===== config.mk =====
export PLATFORM = sky130hd
export DESIGN_NAME = repeat_message_rate_limiter_unit
export DESIGN_NICKNAME = d
export VERILOG_FILES = /design/src/rtl/core/rmrl_pkg.sv /design/src/rtl/core/repeat_message_rate_limiter_unit.sv /design/src/rtl/core/rmrl_table_mem.sv /design/src/rtl/core/rmrl_ctrl.sv
export SDC_FILE = /design/constraint.sdc
export NUM_CORES = 2
export LEC_CHECK = 0
export ABC_AREA = 1
export BUFFER_PORTS_ARGS = -buffer_cell sky130_fd_sc_hd__buf_2
export CORE_AREA = 2 2 395 436
export CTS_BUF_LIST = sky130_fd_sc_hd__clkbuf_4
export DETAILED_ROUTE_END_ITERATION = 12
export DIE_AREA = 0 0 397 438
export HOLD_SLACK_MARGIN = 0.08
export PLACE_DENSITY = 0.7
export SKIP_LAST_GASP = 1
export SLEW_MARGIN = 20
export SYNTH_ARGS = -nofsm -noshare
export SYNTH_HDL_FRONTEND = slang
export SYNTH_SLANG_ARGS = --single-unit
export TNS_END_PERCENT = 30

===== constraint.sdc =====
create_clock -name clk -period 8.8 [get_ports clk]
set_input_delay 1.32 -clock clk [delete_from_list [all_inputs] [get_ports clk]]
set_output_delay 1.32 -clock clk [all_outputs]
set_load 0.02 [all_outputs]

===== src/rtl/core/rmrl_pkg.sv =====
// Shared types and constants for the repeat message rate limiter.
package rmrl_pkg;

    localparam int TABLE_DEPTH_DEF = 16;

    typedef struct packed {
        logic [31:0] message_key;
        logic [31:0] hold_ms;
        logic [31:0] now_ms;
    } req_t;

    typedef struct packed {
        logic pass;
        logic oldest_dropped;
    } rsp_t;

    typedef struct packed {
        logic [31:0] key;
        logic [31:0] start_ms;
        logic [31:0] hold_ms;
    } entry_t;

    typedef enum logic [1:0] {
        ST_IDLE,
        ST_SCAN,
        ST_APPEND,
        ST_RESULT
    } state_t;

endpackage


===== src/rtl/core/repeat_message_rate_limiter_unit.sv =====
// Top level of the repeat message rate limiter: sequencer, entry table, output register.
// The search reads one table entry per cycle, oldest first, until a match or the last filled entry;
// on a miss the item is then appended, and the oldest entry is dropped when the table is full.
// A new item is taken only after the last result has been accepted by the output register.
// Reset clears the table to empty at once; entry contents need no clearing.
module repeat_message_rate_limiter_unit
    import rmrl_pkg::*;
#(
    parameter int TABLE_DEPTH = TABLE_DEPTH_DEF
)
(
    input  logic clk,
    input  logic rst_n,
    input  logic req_valid,
    output logic req_stall,
    input  req_t req,
    output logic rsp_valid,
    input  logic rsp_stall,
    output rsp_t rsp
);

    localparam int IDX_W = $clog2(TABLE_DEPTH);

    logic             res_valid;
    logic             res_take;
    rsp_t             res;
    logic             rd_en;
    logic [IDX_W-1:0] rd_addr;
    entry_t           rd_data;
    logic             wr_en;
    logic [IDX_W-1:0] wr_addr;
    entry_t           wr_data;
    logic             rsp_valid_reg;
    rsp_t             rsp_reg;

    rmrl_table_mem #(
        .TABLE_DEPTH (TABLE_DEPTH)
    ) u_mem (
        .clk     (clk),
        .rd_en   (rd_en),
        .rd_addr (rd_addr),
        .rd_data (rd_data),
        .wr_en   (wr_en),
        .wr_addr (wr_addr),
        .wr_data (wr_data)
    );

    rmrl_ctrl #(
        .TABLE_DEPTH (TABLE_DEPTH)
    ) u_ctrl (
        .clk       (clk),
        .rst_n     (rst_n),
        .req_valid (req_valid),
        .req_stall (req_stall),
        .req       (req),
        .res_valid (res_valid),
        .res_take  (res_take),
        .res       (res),
        .rd_en     (rd_en),
        .rd_addr   (rd_addr),
        .rd_data   (rd_data),
        .wr_en     (wr_en),
        .wr_addr   (wr_addr),
        .wr_data   (wr_data)
    );

    assign res_take  = !rsp_valid_reg || !rsp_stall;
    assign rsp_valid = rsp_valid_reg;
    assign rsp       = rsp_reg;

    always_ff @(posedge clk or negedge rst_n)
    begin
        if (!rst_n)
        begin
            rsp_valid_reg <= 1'b0;
        end
        else if (res_take)
        begin
            rsp_valid_reg <= res_valid;
        end
    end

    always_ff @(posedge clk)
    begin
        if (res_take && res_valid)
        begin
            rsp_reg <= res;
        end
    end

endmodule


===== src/rtl/core/rmrl_table_mem.sv =====
// Entry table memory: one write port, one registered read port.
module rmrl_table_mem
    import rmrl_pkg::*;
#(
    parameter int TABLE_DEPTH = TABLE_DEPTH_DEF
)
(
    input  logic                           clk,
    input  logic                           rd_en,
    input  logic [$clog2(TABLE_DEPTH)-1:0] rd_addr,
    output entry_t                         rd_data,
    input  logic                           wr_en,
    input  logic [$clog2(TABLE_DEPTH)-1:0] wr_addr,
    input  entry_t                         wr_data
);

    entry_t mem [TABLE_DEPTH];

    always_ff @(posedge clk)
    begin
        if (wr_en)
        begin
            mem[wr_addr] <= wr_data;
        end
    end

    always_ff @(posedge clk)
    begin
        if (rd_en)
        begin
            rd_data <= mem[rd_addr];
        end
    end

endmodule


===== src/rtl/core/rmrl_ctrl.sv =====
// Search, update and append sequencer with ring pointer and fill count.
module rmrl_ctrl
    import rmrl_pkg::*;
#(
    parameter int TABLE_DEPTH = TABLE_DEPTH_DEF
)
(
    input  logic                           clk,
    input  logic                           rst_n,
    input  logic                           req_valid,
    output logic                           req_stall,
    input  req_t                           req,
    output logic                           res_valid,
    input  logic                           res_take,
    output rsp_t                           res,
    output logic                           rd_en,
    output logic [$clog2(TABLE_DEPTH)-1:0] rd_addr,
    input  entry_t                         rd_data,
    output logic                           wr_en,
    output logic [$clog2(TABLE_DEPTH)-1:0] wr_addr,
    output entry_t                         wr_data
);

    localparam int IDX_W = $clog2(TABLE_DEPTH);
    localparam int CNT_W = $clog2(TABLE_DEPTH + 1);
    localparam int SUM_W = IDX_W + 1;

    state_t            state_reg, state_next;
    req_t              item_reg, item_next;
    logic [IDX_W-1:0]  slot_reg, slot_next;
    logic [CNT_W-1:0]  cnt_reg, cnt_next;
    logic [IDX_W-1:0]  oldest_reg, oldest_next;
    logic [CNT_W-1:0]  fill_reg, fill_next;
    rsp_t              res_reg, res_next;

    logic              match;
    logic              expired;
    logic              last;
    logic              full;
    logic [IDX_W-1:0]  slot_inc;
    logic [IDX_W-1:0]  oldest_inc;
    logic [SUM_W-1:0]  tail_sum;
    logic [SUM_W-1:0]  tail_wrap;
    logic [31:0]       elapsed;

    assign match      = (rd_data.key == item_reg.message_key);
    assign elapsed    = item_reg.now_ms - rd_data.start_ms;
    assign expired    = (elapsed >= rd_data.hold_ms);
    assign last       = (CNT_W'(cnt_reg + 1'b1) == fill_reg);
    assign full       = (fill_reg == CNT_W'(TABLE_DEPTH));
    assign slot_inc   = (slot_reg == IDX_W'(TABLE_DEPTH - 1)) ? '0 : slot_reg + 1'b1;
    assign oldest_inc = (oldest_reg == IDX_W'(TABLE_DEPTH - 1)) ? '0 : oldest_reg + 1'b1;
    assign tail_sum   = {1'b0, oldest_reg} + SUM_W'(fill_reg);
    assign tail_wrap  = (tail_sum >= SUM_W'(TABLE_DEPTH)) ? tail_sum - SUM_W'(TABLE_DEPTH)
                                                           : tail_sum;

    always_comb
    begin
        state_next = state_reg;
        unique case (state_reg)
            ST_IDLE:
            begin
                if (req_valid)
                begin
                    state_next = (fill_reg == '0) ? ST_APPEND : ST_SCAN;
                end
            end
            ST_SCAN:
            begin
                if (match)
                begin
                    state_next = ST_RESULT;
                end
                else if (last)
                begin
                    state_next = ST_APPEND;
                end
            end
            ST_APPEND:
            begin
                state_next = ST_RESULT;
            end
            ST_RESULT:
            begin
                if (res_take)
                begin
                    state_next = ST_IDLE;
                end
            end
            default:
            begin
                state_next = ST_IDLE;
            end
        endcase
    end

    always_comb
    begin
        req_stall   = (state_reg != ST_IDLE);
        res_valid   = (state_reg == ST_RESULT);
        res         = res_reg;
        rd_en       = 1'b0;
        rd_addr     = oldest_reg;
        wr_en       = 1'b0;
        wr_addr     = slot_reg;
        wr_data     = '{key: item_reg.message_key, start_ms: item_reg.now_ms,
                        hold_ms: item_reg.hold_ms};
        item_next   = item_reg;
        slot_next   = slot_reg;
        cnt_next    = cnt_reg;
        oldest_next = oldest_reg;
        fill_next   = fill_reg;
        res_next    = res_reg;
        unique case (state_reg)
            ST_IDLE:
            begin
                if (req_valid)
                begin
                    rd_en     = 1'b1;
                    item_next = req;
                    slot_next = oldest_reg;
                    cnt_next  = '0;
                end
            end
            ST_SCAN:
            begin
                if (match)
                begin
                    wr_en    = expired;
                    res_next = '{pass: expired, oldest_dropped: 1'b0};
                end
                else if (!last)
                begin
                    rd_en     = 1'b1;
                    rd_addr   = slot_inc;
                    slot_next = slot_inc;
                    cnt_next  = CNT_W'(cnt_reg + 1'b1);
                end
            end
            ST_APPEND:
            begin
                wr_en = 1'b1;
                if (full)
                begin
                    wr_addr     = oldest_reg;
                    oldest_next = oldest_inc;
                    res_next    = '{pass: 1'b1, oldest_dropped: 1'b1};
                end
                else
                begin
                    wr_addr   = tail_wrap[IDX_W-1:0];
                    fill_next = CNT_W'(fill_reg + 1'b1);
                    res_next  = '{pass: 1'b1, oldest_dropped: 1'b0};
                end
            end
            ST_RESULT:
            begin
            end
            default:
            begin
            end
        endcase
    end

    always_ff @(posedge clk or negedge rst_n)
    begin
        if (!rst_n)
        begin
            state_reg  <= ST_IDLE;
            oldest_reg <= '0;
            fill_reg   <= '0;
            cnt_reg    <= '0;
        end
        else
        begin
            state_reg  <= state_next;
            oldest_reg <= oldest_next;
            fill_reg   <= fill_next;
            cnt_reg    <= cnt_next;
        end
    end

    always_ff @(posedge clk)
    begin
        item_reg <= item_next;
        slot_reg <= slot_next;
        res_reg  <= res_next;
    end

endmodule

-- Yosys cells after proc, flatten, opt, wreduce, memory -nomap -nowiden
Memories as Yosys holds them, arrays and structs flattened. A register that Yosys moved wholly into a read port is not among the register bits.
Index checks and enable logic that the tools add are counted.
- bits in latches: 0
- word-level logic and storage cells: 86
- ROM bits: 0
- flip-flop bits (word level): 121
- memories kept: 1
- bits in writable memories: 1536
- input port bits: 100
- output and inout port bits: 4
- $lt $le $gt $ge: 2
- divide/modulo/power cells: 0
- reduce and logical (&&, ||, !) cells: 15
- bitwise operators: 1
- muxes and demuxes: 33
- shifts and indexed selects: 0
- $mul: 0
- $add $sub $neg: 7
- equality and inequality tests: 14
- memory list (memory ; depth ; bits a word ; read ports ; clocked after Yosys merged registers in ; write ports ; line ; RTL):
    u_mem.mem ; 16 ; 96 ; 1 ; 1 ; 1 ; rmrl_table_mem.sv:17 ; entry_t mem [TABLE_DEPTH];
- operators with widths (cell ; number):
    $mux W4 ; 11
    $eq A32 B32 Y1 ; 1
    $ge A32 B32 Y1 ; 1
    $sub A32 B32 Y32 ; 1
    $mux W5 ; 3
    $mux W2 ; 6
    $add A5 B1 Y5 const B ; 2
    $pmux W5 S2 ; 1
    $add A4 B1 Y4 const B ; 2
    $eq A4 B4 Y1 const B ; 2
    $pmux W2 S4 ; 1
    $pmux W4 S2 ; 1
    $reduce_and A2 Y1 ; 4
    $mux W1 ; 7
    $ne A2 B2 Y1 const B ; 3
    $reduce_bool A2 Y1 ; 3
    $add A4 B5 Y5 ; 1
    $eq A5 B5 Y1 ; 1
    $eq A5 B5 Y1 const B ; 1
    $ge A5 B5 Y1 const B ; 1
    $logic_not A5 Y1 ; 1
    $eq A2 B2 Y1 const B ; 2
    $ne A2 B1 Y1 const B ; 2
    $pmux W1 S2 ; 2
    11 further kinds ; 12

-- Logic depth before layout (Yosys ltp)
- word-level depth: 6
- gate-level depth with buffers: 27
- depth with buffers taken out: 26

-- Hierarchy
A second synthesis with hierarchy kept.
- cells, all modules: 7221
- area, all modules: 76623.5 um2
- by module, submodules not included (module ; area each (um2) ; seq. area each (um2) ; instances ; cells an instance):
    rmrl_table_mem ; 68669.6 ; 49007.0 ; 1 ; 6302
    rmrl_ctrl ; 7852.5 ; 3463.3 ; 1 ; 912
    repeat_message_rate_limiter_unit ; 101.3 ; 85.1 ; 1 ; 7

-- Worst setup path before layout
OpenSTA, ideal clock, no wires.
- kind: register to register
- start: register u_ctrl.item_reg (netlist bit u_ctrl.wr_data[32])
- end: memory u_mem.mem[10][0] (netlist name), enable pin
- stages on the path, launching flop included: 24
- library setup time: 0.551 ns
- clock period less this slack: 8.242 ns
- arrival: 7.691 ns
- setup slack: 0.558 ns
- data required time: 8.249 ns
- path buffers: 1
- cell sequence: edfxtp_1 > inv_1 > ha_1 > inv_1 > fa_1 > nand3_1 > nand2_1 > nand3_1 > nand2_1 > a21oi_1 > inv_1 > a21boi_0 > o21ai_0 > xor2_1 > ha_1 > nand3_1 > nor3_1 > nand3_1 > nor4_1 > nand4_1 > nand4_1 > nand3_1 > clkbuf_1 > nor2_1
- cells in the longest elaborated chain, start to end: 6
- ends and longest elaborated chain (what ; line ; RTL):
    start, declared ; rmrl_ctrl.sv:29 ; req_t item_reg, item_next;
    start signal, assigned ; rmrl_ctrl.sv:185 ; item_reg <= item_next;
    $sub A32 B32 Y32 ; rmrl_ctrl.sv:47 ; assign elapsed = item_reg.now_ms - rd_data.start_ms;
    $ge A32 B32 Y1 ; rmrl_ctrl.sv:48 ; assign expired = (elapsed >= rd_data.hold_ms);
    $mux W1 ; rmrl_ctrl.sv:127 ; if (match)
    $pmux W1 S2 ; rmrl_ctrl.sv:114 ; unique case (state_reg)
    $mux W1 ; rmrl_table_mem.sv:21 ; if (wr_en)
    $mux W1 (implied by the code) ; rmrl_table_mem.sv:23 ; mem[wr_addr] <= wr_data;
    end, declared ; rmrl_table_mem.sv:17 ;
Every way passes these cells.

-- Worst setup path after layout
- start: register u_ctrl.item_reg (netlist bit u_ctrl.wr_data[32])
- end: memory u_mem.mem[13][66] (netlist name), enable pin
Same word-level chain as after synthesis.

==> summary.txt <==
Run status
  – Status: finished, final reports clean

Global route
  – Grt ovf: 0
  – Global-route wire length before repair: 306,000 um
  – Initial antenna violation count: 6
  – GRT Util Overall: 0.230
  – Largest net degree at the start of global routing: 182
  – Vias in the first global route: 53,125

Clock tree
  – Root buffer cell: clkbuf_4
  – Post-CTS sizing: 0
  – TritonCTS clock tree: done
  – Deepest clock path buffer count: 4
  – Total CTS buffers: 429
  – H-tree Lvls: 5
  – Clk Latency, worst-skew pair: 1.36 ns
  – Clock sink count: 1,753
  – Setup Buffers After CTS: 0
  – Worst-path clk slew: 0.07 ns

Synth
  – Cell Area, Synth: 77,600 sq um
  – Seq/Total Area, Yosys: 0.678
  – Gate Count Post-Synth: 7,131
  – Ys flop type: edfxtp_1
  – Post-synthesis simple-gate area fraction: 0.201
  – Flops & latches, synth: 1,753
  – Post-Syn Nets: 7,308
  – EDFF count, synth: 1,736
  – Post-Synth Adder-Cell Area: 0.0126
  – Synth Area per Inst: 10.9 sq um
  – Yosys warns: 0
  – Multiplexer share of the synthesized area: 0
  – Post-synth cell types: 39
  – Post-synth ARST share: 0.00970
  – Xor/xnor cell area share of the yosys netlist: 0.00599
  – Largest family of logic cells by synthesized area: simple AND/OR/NAND/NOR gates
  – Synth Area in Compound Gates: 0.00924

Die
  – Die X: 397 um
  – Die extent in y: 438 um
  – Core area: 170,000 sq um
  – # rows: 159
  – Die ar.: 174,000 sq um
  – Ports: 104
  – Initial Util: 0.457

Routing
  – Drt initial violations: 5,271
  – DRC Markers: 0
  – WL met2: 96,100 um
  – Vias: 52,950
  – Max Used Layer: met5
  – Antenna-violating nets left: 0
  – Met3 routed WL: 17,600 um
  – Routed wire length: 201,000 um
  – Metal-1 WL: 80,400 um
  – Via-to-Cell Ratio: 5.29
  – WL/cell: 20.1 um
  – Pre-Repair DR Iteration Count: 6

Power and ir drop
  – PwrDens: 331 nW/um^2
  – Design Power: 28,500 uW
  – Logic gate share of total power: 0.389
  – Sequential Power Share: 0.388
  – Sw frac: 0.411
  – Worst vdd ir: 0.000611 V
  – Leakage: 0.0355 uW
  – Clock power share: 0.223
  – Net Switching: 11,700 uW
  – P_int: 16,800 uW

Cells and area
  – Non-Filler Instances: 10,006
  – Nets@finish: 7,628
  – Ratio of cells with drive above 1 in the final layout: 0.108
  – Post-route core utilization: 0.507
  – P&R area growth vs syn: 10.9%
  – Largest Register: u_mem.mem
  – Number of flip-flops in the largest register: 1,536

Placed design
  – Post-placement cell count: 9,194
  – Port bufs: 103
  – Dpl hpwl: 105,000 um
  – Dpl ws: 1.76 ns
  – GP Congestion: 0.884

Critical path
  – Setup slack, reg-to-reg: 1.70 ns
  – Crit path from: u_ctrl.wr_data[32]
  – Crit. End Element: flop
  – Setup CP Type: reg2reg
  – CP arrival: 8.02 ns
  – R2r startpoint: u_ctrl.wr_data[32]
  – Worst-path fanout max: 46
  – R2R Path End: u_mem.mem[13][66]
  – Critical Path RT: 9.72 ns
  – R2R depth: 23
  – Crit start category: flop

STA
  – Final worst-path cycle share: 0.807
  – Final number of hold-violating endpoints: 0
  – Relative slew slack: 0.181
  – Max Slew Vio Count: 0
  – Setup Viol. Count Final: 0
  – Least-Margin Pin Slew: 1.23 ns
  – Fmax: 141 MHz
  – Setup Skew: 0.146 ns
  – Setup TNS: 0 ns
  – Final worst path period need: 7.10 ns
  – Final WS setup: 1.70 ns
  – RSZ-0062 raised after global routing: no

Min path
  – WHS Path Cells: 1
  – Hold EP: u_ctrl.wr_data[62]
  – Worst Hold Launch: req[30]
  – Hold crit path type: in2reg

Run
  – Max-cap violations: 0
what timing repair did:
action                                  in CTS  in global routing
hold endpoints to repair                    96                  0
hold buffers                                80                  0
endpoints found under the setup margin       0                  0
stage by stage:
stage               hold slack (ns)  instance area [sq um]
floorplan                     0.400                  77600
detailed placement            0.426                  80100
global placement              0.430                  80100
CTS                          0.0806                  86000
finish                        0.236                  86000
global route                  0.148                  86000
layer usage:
metal  vias to the layer above  global-route usage
met5                         -                   0
met4                         4              0.0974
met3                       406              0.0454
met2                      2547               0.380
met1                     25379               0.295
li1                      24614                   -
synth_stat cells (17+ instances only):
master    instances  area share
nand2_1        1352       0.065
a21oi_1          62      0.0040
buf_2           255       0.016
nand3_1        1569        0.10
xnor2_1          29      0.0033
ha_1             75       0.012
clkbuf_1         74      0.0036
o21ai_0          39      0.0025
inv_1          1428       0.069
xor2_1           24      0.0027
nand3b_1        289       0.028
edfxtp_1       1736        0.67
dfrtp_1          17      0.0055
nor2_1           76      0.0037
cell usage in the layout, fill, tap and decap left out, drive strengths merged, types with 2 or more instances in the layout:
cell	count
a211oi	2
a21boi	2
a21oi	62
a221oi	2
a31oi	5
buf	182
bufinv	3
clkbuf	595
clkinv	127
clkinvlp	3
dfrtp	17
diode	3
dlygate4sd3	80
edfxtp	1736
fa	2
ha	75
inv	1432
nand2	1354
nand3	1571
nand3b	289
nand4	11
nor2	76
nor3	9
nor4	3
o211ai	3
o21a	4
o21ai	42
o31ai	3
xnor2	29
xor2	24
cells by family (layout without fill, tap and decap cells):
kind of cell,count (synthesis),in the layout
simple gates,3315,3315
buf+inv,1804,2422
compound gates,129,129
xor+xnor,53,53
fa+ha+maj,77,77
flops,1753,1753
other cells,0,3
how the worst max path moves through the flow:
stage | endpoint | slack [ns]
finish | u_mem.mem[13][66] | 1.70
global route | u_mem.mem[2][91] | 1.27
CTS | u_mem.mem[2][78] | 1.72
detailed placement | u_mem.mem[2][79] | 1.76
global placement | u_mem.mem[2][73] | 1.78
floorplan | u_mem.mem[10][0] | 0.56
layout make-up:
type	instances	area (sq um)
clock buffer	595	4470
antenna	3	7.51
fill	14682	83700
sequential	1753	52600
clock inverter	134	616
multi-input combinational	3574	17900
tap	2254	2820
timing repair buffer	262	2220
inverter	1431	5390
worst max-delay path, cell delays in order (launching register included):
cell      delay [ns]
edfxtp_1        0.60
inv_1           0.13
ha_1            0.15
inv_1           0.06
fa_1            0.40
nand3_1         0.09
nand2_1         0.09
nand3_1         0.09
nand2_1         0.15
a21oi_1         0.37
inv_1           0.07
a21boi_0        0.27
o21ai_0         0.15
xor2_1          0.16
ha_1            0.30
nand3_1         0.10
nor3_1          0.15
nand3_1         0.12
nor4_1          0.60
nand4_1         0.18
nand4_1         0.21
nand3_2         0.70
nor2_4          0.59
buf_4           0.82
power groups by stage:
stage	Clock, uW	Combinational [uW]	Sequential [uW]
2_1_floorplan	0	7630	11100
3_5_place_dp	0	10900	11200
4_1_cts	6490	11000	11000
5_1_grt	6910	12200	11100
3_3_place_gp	0	10700	11200
6_report	6350	11100	11000
Note: power is estimated with default switching activity, not from simulation.
